===== config.mk =====
export PLATFORM = sky130hd
export DESIGN_NAME = fbe_cbrt
export DESIGN_NICKNAME = d
export VERILOG_FILES = /design/src/rtl/fbe_pkg.sv /design/src/rtl/fbe_cbrt.sv
export SDC_FILE = /design/constraint.sdc
export NUM_CORES = 2
export LEC_CHECK = 0
export ABC_CLOCK_PERIOD_IN_PS = 17400
export BUFFER_PORTS_ARGS = -buffer_cell sky130_fd_sc_hd__buf_2
export CELL_PAD_IN_SITES_DETAIL_PLACEMENT = 0
export CELL_PAD_IN_SITES_GLOBAL_PLACEMENT = 1
export CORE_ASPECT_RATIO = 1.2
export CORE_UTILIZATION = 55
export DETAILED_ROUTE_END_ITERATION = 16
export PLACE_DENSITY = 0.95
export SYNTH_ARGS = -nofsm -noshare
export SYNTH_HDL_FRONTEND = slang
export SYNTH_SLANG_ARGS = --single-unit

===== constraint.sdc =====
create_clock -name clk -period 17.4 [get_ports clk]
set_clock_uncertainty 0.05 [all_clocks]
set_input_delay 3.48 -clock clk [delete_from_list [all_inputs] [get_ports clk]]
set_output_delay 3.48 -clock clk [all_outputs]
set_load 0.03 [all_outputs]

===== src/rtl/fbe_pkg.sv =====
// Package: shared types and constants of the filter bank band energy block.
package fbe_pkg;

  localparam int DEF_MAX_BANDS   = 32;
  localparam int DEF_MAX_BINS    = 512;
  localparam int DEF_WEIGHT_BITS = 16;
  localparam int DEF_SAMPLE_BITS = 32;

  localparam int FRAC_BITS  = 14;
  localparam int ACC_BITS   = 57;
  localparam int VALUE_BITS = 48;
  localparam int ROOT_BITS  = 16;

  typedef enum logic [1:0] {
    ACT_WEIGHT = 2'd0,
    ACT_BOUNDS = 2'd1,
    ACT_SAMPLE = 2'd2,
    ACT_NONE   = 2'd3
  } action_t;

  localparam logic [1:0] CFG_NUM_BINS = 2'd0;
  localparam logic [1:0] CFG_BANDS    = 2'd1;
  localparam logic [1:0] CFG_COMPRESS = 2'd2;

  typedef struct packed {
    logic [1:0]  action;
    logic [4:0]  band_addr;
    logic [8:0]  bin_index;
    logic [15:0] weight;
    logic [8:0]  range_first;
    logic [8:0]  range_last;
    logic [31:0] sample;
  } in_word_t;

  typedef struct packed {
    logic [4:0]  band;
    logic [47:0] band_value;
    logic        last;
  } out_word_t;

  // Sequencer state
  typedef enum logic [2:0] {
    ST_IDLE,
    ST_RUN,
    ST_DRAIN,
    ST_START,
    ST_ROOT,
    ST_SEND
  } state_t;

  // Command given to every cell of the row
  typedef struct packed {
    logic valid;
    logic clear;
    logic shift;
  } cell_ctl_t;

endpackage


===== src/rtl/fbe_cbrt.sv =====
// Bit-serial floor cube root, most significant result bit first.
module fbe_cbrt
  import fbe_pkg::*;
(
  input  logic                  clk,
  input  logic                  rst_n,
  input  logic                  start,
  input  logic [VALUE_BITS-1:0] value,
  output logic                  done,
  output logic [ROOT_BITS-1:0]  root
);
  logic [VALUE_BITS-1:0] v_r;
  logic [ROOT_BITS-1:0]  r_r, cand;
  logic [3:0]            bit_r;
  logic                  busy_r, done_r;
  logic [2*ROOT_BITS-1:0] sq_r;
  logic                   phase_r;
  logic [3*ROOT_BITS-1:0] cube;

  // Each result bit takes two steps: square, then cube and compare.
  always_comb begin
    cand = r_r | (ROOT_BITS'(1) << bit_r);
    cube = (3*ROOT_BITS)'(sq_r) * (3*ROOT_BITS)'(cand);
  end

  always_ff @(posedge clk) begin
    if (!rst_n) begin
      busy_r  <= 1'b0;
      done_r  <= 1'b0;
      phase_r <= 1'b0;
    end else begin
      done_r <= 1'b0;
      if (start) begin
        v_r     <= value;
        r_r     <= '0;
        bit_r   <= 4'(ROOT_BITS - 1);
        busy_r  <= 1'b1;
        phase_r <= 1'b0;
      end else if (busy_r) begin
        if (!phase_r) begin
          sq_r    <= (2*ROOT_BITS)'(cand) * (2*ROOT_BITS)'(cand);
          phase_r <= 1'b1;
        end else begin
          phase_r <= 1'b0;
          if (cube <= v_r) r_r <= cand;
          if (bit_r == '0) begin
            busy_r <= 1'b0;
            done_r <= 1'b1;
          end else begin
            bit_r <= bit_r - 4'd1;
          end
        end
      end
    end
  end

  assign done = done_r;
  assign root = r_r;
endmodule


==> impl_results.md <==
* WL per Instance at 19.18 um
* CTS Root Cell: clkbuf_16
* Number of buffers created by CTS at 9
* Most common cell after layout, fill and taps aside: inv_1
* Number of global-route vias before repair at roughly 22k
* H-tree Lvls at 3
* Final setup vio count at 0
* Worst setup SP type: flop
* Status: complete, but fails checks
* Largest net degree at the start of global routing at 42
* IO Pins at 68
* Area growth, synth to finish at 4.261%
* Final setup TNS at 0 ns
* Initial antenna violation count at 3
* Die Width at around 210 um
* Worst-skew pair later-pin latency at about 0.42 ns
* Final Hold Fails at 0
* Multi-input combinational cell area at around 21000 um2
* Overall routing resource usage at 29.13%
* CTS clk-pin slew, worst paths at roughly 0.08 ns
* Critical path fanouts, max at 40
* Hold-fix buffers, CTS at 0
* CP required at 17.37 ns
* Mapped Avg Cell Area at about 9 um2
* Placed insts at 3652
* Number of synthesized flops with an enable pin at between 90 and 100
* Failing checks: DRC
* Slew HR at 24.60%
* Crit. End Element: flop
* First-pass DRT Iterations at 11
* DRT iter0 DRCs at between 1k and 1.5k
* Initial Util at approximately 56%
* Synth Cell Area at 27690 um2
* Postcts setup bufs at 0
* Syn Inst Count at approximately 3.0k
* CTS Buffer Depth at 2
* Fin nets at 3927
* CP max stage delay at between 0.8 and 0.9 ns
* Crit Path Class: reg -> reg
* Die height at ~250 um
* Fillers at approximately 4.3k
* Post-route DRC violation count at 8
* IO Port Bufs at 67
* # resized after CTS at 0
* Critical Path AT at roughly 11 ns
* GP Congestion at 0.9113
* Layout cells sized above 1 at under 10%
* Placed wire-length estimate at roughly 55000 um
* DRT antenna net count at 0
* Worst slew pin tran at 1.131 ns
* Synth cell types at 60
* Placeable Area at 49440 um2
* Storage element area at 3033 um2
* Most frequent cells in the layout: inv_1 (766), fa_1 (576), nand2_1 (418)
* Slew Viols, Final at 0
* Final wirelength at 70360 um
* First-pass GRT wire length at roughly 110000 um
* Synthesis warning total at 0
* Sequential-to-total area share from yosys stat at between 10% and 20%
* Worst min path class: reg -> reg
* CTS tree: done
* Core Rows at 89
* Clock sink total at 102
* FF+latch count, synth at 102
* Main flop type after synthesis: edfxtp_1
* Vias at between 20k and 25k
* Vias/cell at 5.621
* Die ar. at 51250 um2
* Final setup margin at 6.761 ns
* Ys async rst share at 0%
* Final std cells w/o fill at 3669
* Overflow after GRT at 0
* Max Freq at between 0.09 and 0.1 GHz
* Period utilization at 61.14%
* CP max stage cell: o21ai_2
* Max cap viols at 0
* Tmin final at 10.64 ns
* Place WS at 6.896 ns
* RSZ-0062 raised after global routing: no
flip-flops by register name, summed over array words and instances (netlist names):
name / count
sq_r: 31
bit_r: 4
done: 1
root: 16
phase_r: 1
busy_r: 1
v_r: 48
critical path, delay by kind of cell (launching register included):
family | cells | cell delay (ns)
flops | 1 | 0.44
compound gates | 13 | 4.30
fa+ha+maj | 9 | 3.82
buf+inv | 7 | 0.75
simple gates | 5 | 0.70
xor+xnor | 1 | 0.14
cell usage after synthesis (8+ instances only):
master | n | area [um2]
a31o_2 | 8 | 70.07
xnor2_1 | 56 | 490.5
nand4_1 | 20 | 125.1
nand2b_1 | 15 | 93.84
nor3_1 | 8 | 40.04
nor2b_1 | 15 | 93.84
a211oi_1 | 9 | 67.56
and3_1 | 13 | 81.33
a31oi_1 | 13 | 81.33
nand3_1 | 15 | 75.07
ha_1 | 274 | 3428
a21oi_1 | 92 | 460.4
inv_1 | 767 | 2879
nand2_1 | 418 | 1569
o21ai_0 | 40 | 200.2
fa_1 | 576 | 11530
a21o_1 | 54 | 405.4
nor2_1 | 127 | 476.7
o211ai_1 | 8 | 60.06
and2_1 | 185 | 1157
edfxtp_1 | 99 | 2973
o21a_1 | 13 | 97.59
clkbuf_1 | 119 | 446.7
xor2_1 | 23 | 201.4
kinds of logic (layout without fill, tap and decap cells):
group | count (synthesis) | after routing | synth area share (%)
adder cells (fa/ha/maj) | 850 | 850 | 54.03
flip-flops | 102 | 102 | 10.95
other | 2 | 12 | 0.02712
AO/OA/AOI/OAI | 278 | 278 | 6.579
buffers and inverters | 890 | 878 | 12.07
XOR/XNOR | 79 | 79 | 2.499
AND/OR/NAND/NOR | 833 | 833 | 13.85
metal layers:
layer / global-route usage (%) / vias up / part of all wire [%]
met2: 51.56 / 862 / 51
met5: 0 / - / 0.036
met4: 15.76 / 4 / 5.4
li1: - / 9051 / -
met3: 5.016 / 221 / 7.3
met1: 33.32 / 10480 / 36
final timing paths:
check / start / slack, ns / endpoint / depth (start not counted)
min reg2reg: busy_r$_SDFF_PN0_ / 0.53 / busy_r$_SDFF_PN0_ / 2
max: bit_r[0]$_SDFFCE_PP1P_ / 6.76 / root[1]$_SDFFCE_PP0P_ / 35
min: busy_r$_SDFF_PN0_ / 0.53 / busy_r$_SDFF_PN0_ / 2
max reg2reg: bit_r[0]$_SDFFCE_PP1P_ / 6.76 / root[1]$_SDFFCE_PP0P_ / 35
metrics by stage:
| step | hold WS, ns | utilization [%] | cell area, um2 |
|---|---|---|---|
| floorplan | 0.4657 | - | 27720 |
| global placement | 0.4947 | 57.86 | 28610 |
| detailed placement | 0.5181 | 57.86 | 28610 |
| CTS | 0.5324 | 58.38 | 28860 |
| global route | 0.5825 | 58.38 | 28860 |
| finish | 0.5327 | 58.39 | 28870 |
cell type report:
class / instances / share of cell area, %
Timing Repair Buffer: 93 / 1.838
Sequential cell: 102 / 10.51
Clock inverter: 3 / 0.07368
Clock buffer: 12 / 0.8191
Tap cell: 637 / 2.761
Multi-Input combinational cell: 2050 / 73.97
Inverter: 770 / 10.01
Antenna cell: 2 / 0.01734
Power is not shown: default switching activity piles up to over one toggle a cycle in this logic, so the estimate is an artifact.
