--- src/rtl/fbe_pkg.sv ---
// Package: shared types and constants of the filter bank band energy block.
package fbe_pkg;

  localparam int DEF_MAX_BANDS   = 32;
  localparam int DEF_MAX_BINS    = 512;
  localparam int DEF_WEIGHT_BITS = 16;
  localparam int DEF_SAMPLE_BITS = 32;

  localparam int FRAC_BITS  = 14;
  localparam int ACC_BITS   = 57;
  localparam int VALUE_BITS = 48;
  localparam int ROOT_BITS  = 16;

  typedef enum logic [1:0] {
    ACT_WEIGHT = 2'd0,
    ACT_BOUNDS = 2'd1,
    ACT_SAMPLE = 2'd2,
    ACT_NONE   = 2'd3
  } action_t;

  localparam logic [1:0] CFG_NUM_BINS = 2'd0;
  localparam logic [1:0] CFG_BANDS    = 2'd1;
  localparam logic [1:0] CFG_COMPRESS = 2'd2;

  typedef struct packed {
    logic [1:0]  action;
    logic [4:0]  band_addr;
    logic [8:0]  bin_index;
    logic [15:0] weight;
    logic [8:0]  range_first;
    logic [8:0]  range_last;
    logic [31:0] sample;
  } in_word_t;

  typedef struct packed {
    logic [4:0]  band;
    logic [47:0] band_value;
    logic        last;
  } out_word_t;

  // Sequencer state
  typedef enum logic [2:0] {
    ST_IDLE,
    ST_RUN,
    ST_DRAIN,
    ST_START,
    ST_ROOT,
    ST_SEND
  } state_t;

  // Command given to every cell of the row
  typedef struct packed {
    logic valid;
    logic clear;
    logic shift;
  } cell_ctl_t;

endpackage

--- src/rtl/fbe_cell.sv ---
// One band cell: bounds, multiply-accumulate and shift-out of the band sum.
module fbe_cell
  import fbe_pkg::*;
#(
  parameter int BIN_W       = 9,
  parameter int WEIGHT_BITS = 16,
  parameter int SAMPLE_BITS = 32
) (
  input  logic                   clk,
  input  logic                   rst_n,
  input  logic                   bnd_we,
  input  logic [8:0]             first_in,
  input  logic [8:0]             last_in,
  input  cell_ctl_t              ctl,
  input  logic [BIN_W-1:0]       bin,
  input  logic [SAMPLE_BITS-1:0] sample,
  input  logic [WEIGHT_BITS-1:0] weight,
  input  logic                   en,
  input  logic [ACC_BITS-1:0]    acc_in,
  output logic [ACC_BITS-1:0]    acc_out
);
  localparam int PROD_W = WEIGHT_BITS + SAMPLE_BITS;
  localparam logic [ACC_BITS-1:0] ACC_MAX = '1;

  logic [8:0]          first_r, last_r;
  logic [ACC_BITS-1:0] acc_r, acc_nxt;
  logic [PROD_W-1:0]   prod;
  logic [PROD_W:0]     prod_ext;
  logic [ACC_BITS:0]   sum;
  logic                hit;

  always_ff @(posedge clk) begin
    if (bnd_we) begin
      first_r <= first_in;
      last_r  <= last_in;
    end
  end

  always_comb begin
    prod     = PROD_W'(sample) * PROD_W'(weight);
    prod_ext = {1'b0, prod};
    hit      = en && ({1'b0, bin} >= (BIN_W + 1)'(first_r))
                  && ({1'b0, bin} <= (BIN_W + 1)'(last_r));
    sum      = {1'b0, acc_r} + (ACC_BITS + 1)'(prod_ext);
    acc_nxt  = acc_r;
    if (ctl.clear) begin
      acc_nxt = '0;
    end else if (ctl.shift) begin
      acc_nxt = acc_in;
    end else if (ctl.valid && hit) begin
      acc_nxt = sum[ACC_BITS] ? ACC_MAX : sum[ACC_BITS-1:0];
    end
  end

  always_ff @(posedge clk) begin
    if (!rst_n) begin
      acc_r <= '0;
    end else begin
      acc_r <= acc_nxt;
    end
  end

  assign acc_out = acc_r;
endmodule

--- config.mk ---
export PLATFORM = sky130hd
export DESIGN_NAME = fbe_cell
export DESIGN_NICKNAME = d
export VERILOG_FILES = /design/src/rtl/fbe_pkg.sv /design/src/rtl/fbe_cell.sv
export SDC_FILE = /design/constraint.sdc
export NUM_CORES = 2
export LEC_CHECK = 0
export ABC_AREA = 1
export ABC_CLOCK_PERIOD_IN_PS = 7450
export BUFFER_PORTS_ARGS = -buffer_cell sky130_fd_sc_hd__buf_2
export CAP_MARGIN = 20
export CORE_MARGIN = 4
export CORE_UTILIZATION = 46
export DETAILED_ROUTE_END_ITERATION = 10
export GPL_TIMING_DRIVEN = 0
export HOLD_SLACK_MARGIN = 0.15
export PLACE_DENSITY_LB_ADDON = 0.05
export SYNTH_ARGS = -nofsm -noshare
export SYNTH_HDL_FRONTEND = slang
export SYNTH_SLANG_ARGS = --single-unit
--- constraint.sdc ---
create_clock -name clk -period 7.45 [get_ports clk]
set_input_delay 1.1175 -clock clk [delete_from_list [all_inputs] [get_ports clk]]
set_output_delay 1.1175 -clock clk [all_outputs]
set_load 0.02 [all_outputs]
==> metrics.md <==
| Metric | Value |
|---|---|
| Distinct cells, synth | `40` |
| DR vias | `roughly 20k` |
| Number of synthesized flops with an enable pin | `18` |
| Reg2Reg Setup Slack | `around 2.4 ns` |
| GRT Total Usage | `between 30% and 40%` |
| Post-Synth XOR/XNOR Area | `1.09%` |
| Slew @ Worst Pin | `approximately 1.1 ns` |
| Worst-Skew Late Latency | `just under 0.4 ns` |
| Commonest non-fill, non-tap cell in the layout | `inv_1` |
| Number of max-cap violations | `0` |
| Root buffer cell | `clkbuf_16` |
| Post-synth ARST share | `0%` |
| # IOs | `approximately 200` |
| Largest net degree at the start of global routing | `19` |
| Clock buffer depth | `2` |
| Final RePlAce weighted congestion | `slightly below 1` |
| Syn nets | `approximately 4.0k` |
| Crit path max fanout | `10` |
| Initial antenna violation count | `1` |
| Avg Inst Size Synth | `approximately 7.2 um^2` |
| Setup Skew | `approximately 0.022 ns` |
| Avg WL per Cell | `20.1 um` |
| Layout net count | `just over 4k` |
| Routed Antenna Nets | `0` |
| Final setup TNS | `0 ns` |
| Layout fillers | `roughly 5.2k` |
| Die area | `roughly 54000 um^2` |
| Status | `complete, no violations` |
| First-pass iteration count of the detailed router | `5` |
| Ant diodes | `0` |
| DIE WIDTH | `about 230 um` |
| Synth area leader | `fa_1` |
| Final hold vios | `0` |
| CTS tree | `yes` |
| Iteration-0 DRC Markers | `1364` |
| Arrival time at the worst endpoint | `roughly 7.6 ns` |
| Remaining DRCs | `0` |
| Dpl cells | `4065` |
| Cts bufs inserted | `9` |
| Wirelength, routed | `81900 um` |
| Synth top area cells | `fa_1, inv_1, nand2_1` |
| Hold_buf cts | `0` |
| Synth Area in Compound Gates | `under 10%` |
| Simple-gate share of the synthesized area | `between 10% and 20%` |
| Tcrit/Tclk final | `98.3%` |
| Core Util, Final | `between 50 and 60%` |
| Share of layout cells above drive strength 1 | `under 10%` |
| Fin crit period | `around 7.3 ns` |
| RSZ-0062 raised after global routing | `true` |
| Total grt overflow | `0` |
| H-tree Lvls | `3` |
| Worst EP required | `7.70 ns` |
| Largest family of logic cells by synthesized area | `adder cells` |
| Proportion of synthesized area in mux cells | `0%` |
| Post-synthesis sequential area ratio | `between 7 and 8%` |
| Final setup fails | `0` |
| Post-DP HPWL | `~70000 um` |
| Synth top area share | `approximately 40%` |
| Clk pin slew, worst setup/hold paths | `~0.07 ns` |
| Register area | `~1700 um^2` |
| Cell depth of the worst hold path | `2` |
| Core footprint | `~50000 um^2` |
| Fmax | `roughly 0.14 GHz` |
| Starting density of the core | `46.5%` |
| Multi-input gate area | `around 17000 um^2` |
| Crit Path Class | `in2reg` |
| Max_slew headroom | `between 20% and 30%` |
| Synthesis-to-layout area growth | `8.85%` |
| Ys flop type | `dfxtp_1` |
| Worst min-delay path category | `reg2reg` |
| Via-to-Cell Ratio | `between 4 and 5` |
| CP Launch Type | `primary input` |
| Post-Layout Cell Count | `between 4k and 5k` |
| Post-Syn Area | `23300 um^2` |
| Worst reg2reg path depth | `20` |
| Critical Path Sink Type | `flip-flop` |
| Max Slew Vio Count | `0` |
| Pre-CTS setup slack | `-0.721 ns` |
| Synth warn | `0` |
| Syn Inst Count | `between 3k and 4k` |
| Commonest cells after routing, fill and taps aside | `inv_1, nand2_1, fa_1` |
| # clock sinks | `75` |
| First-pass GRT wire length | `between 100000 and 150000 um` |
| Die Y-Extent | `around 230 um` |
| Via count of the first global-routing pass | `20.7k` |
| Final WS setup | `around 0.13 ns` |
| Post-Synth Adder-Cell Area | `a little under half` |
| I/O Buffers | `roughly 160` |
| Rows | `just over 80` |
| Seq cells post-synth | `75` |
kinds of logic (layout without fill, tap and decap cells):
logic type / Yosys count / count (layout)
AOI/OAI and AO/OA: 177 / 177
xor gates and xnor gates: 29 / 29
adders and majority gates: 610 / 610
buffers and inverters: 1158 / 1337
DFF: 75 / 75
and+or+nand+nor: 1181 / 1181
cells in the mapped netlist, drive strengths merged, types with 18 or more instances:
cell type and number:
dfxtp 57, nor2 206, o21ai 19, xor2 22, nand3 39, o21bai 19
nand2 897, ha 144, edfxtp 18, a21oi 77, o221ai 51, clkbuf 124
fa 466, inv 1023
registers in the layout, summed over array words and instances (netlist names):
name     count
acc_out     57
first_r      9
last_r       9
cell type report:
| cell class | instances | area share (%) |
|---|---|---|
| multi-input cells | 1997 | 68.0 |
| inverters | 1024 | 15.1 |
| flip-flops and latches | 75 | 6.62 |
| well taps | 672 | 3.31 |
| repair buffers | 163 | 3.21 |
| plain buffers | 134 | 2.56 |
| clock buffers | 9 | 0.887 |
| clock inverters | 7 | 0.320 |
what timing repair did:
item,4_1_cts,5_1_grt
buffers inserted,0,0
setup endpoints to repair,28,27
gates resized for setup,43,84
path summary, 6_finish.rpt:
check                    from     endpoint
setup / recovery   sample[26]  acc_out[29]
hold / removal    acc_out[44]  acc_out[44]
setup reg to reg  acc_out[28]  acc_out[29]
hold reg to reg   acc_out[44]  acc_out[44]
metal layers:
metal / vias to the layer above / global-route usage [%] / wire length (um)
li1: 9457 / - / -
met1: 10000 / 41.9 / 34700
met2: 630 / 51.1 / 38900
met3: 87 / 4.51 / 5730
met4: 0 / 8.29 / 2550
met5: - / 0 / 0
worst max-delay path, stage by stage:
cell and delay, ns:
clkbuf_1 0.32, buf_2 0.34, nand2_1 0.12, fa_1 0.54
inv_1 0.06, fa_1 0.55, inv_1 0.06, fa_1 0.49
inv_1 0.06, fa_1 0.49, fa_1 0.54, inv_1 0.05
fa_1 0.55, inv_1 0.07, ha_1 0.35, a21oi_1 0.24
nand2_1 0.16, nand2_1 0.10, nand2_1 0.09, nand2_1 0.07
nand2_1 0.09, a21oi_2 0.20, nand4_4 0.25, buf_8 0.26
nor2_1 0.28, nor2_1 0.09
through the flow:
stage / instance area (um^2) / hold slack, ns
after floorplan: 23300 / 0.552
after global placement: 25000 / 0.474
after detailed placement: 25000 / 0.475
after CTS: 25300 / 0.489
after global routing: 25400 / 0.510
final: 25400 / 0.486
Power is left out: the tool's default activity adds up to more than one toggle a clock period on the data nets, which glitch-free logic cannot reach.
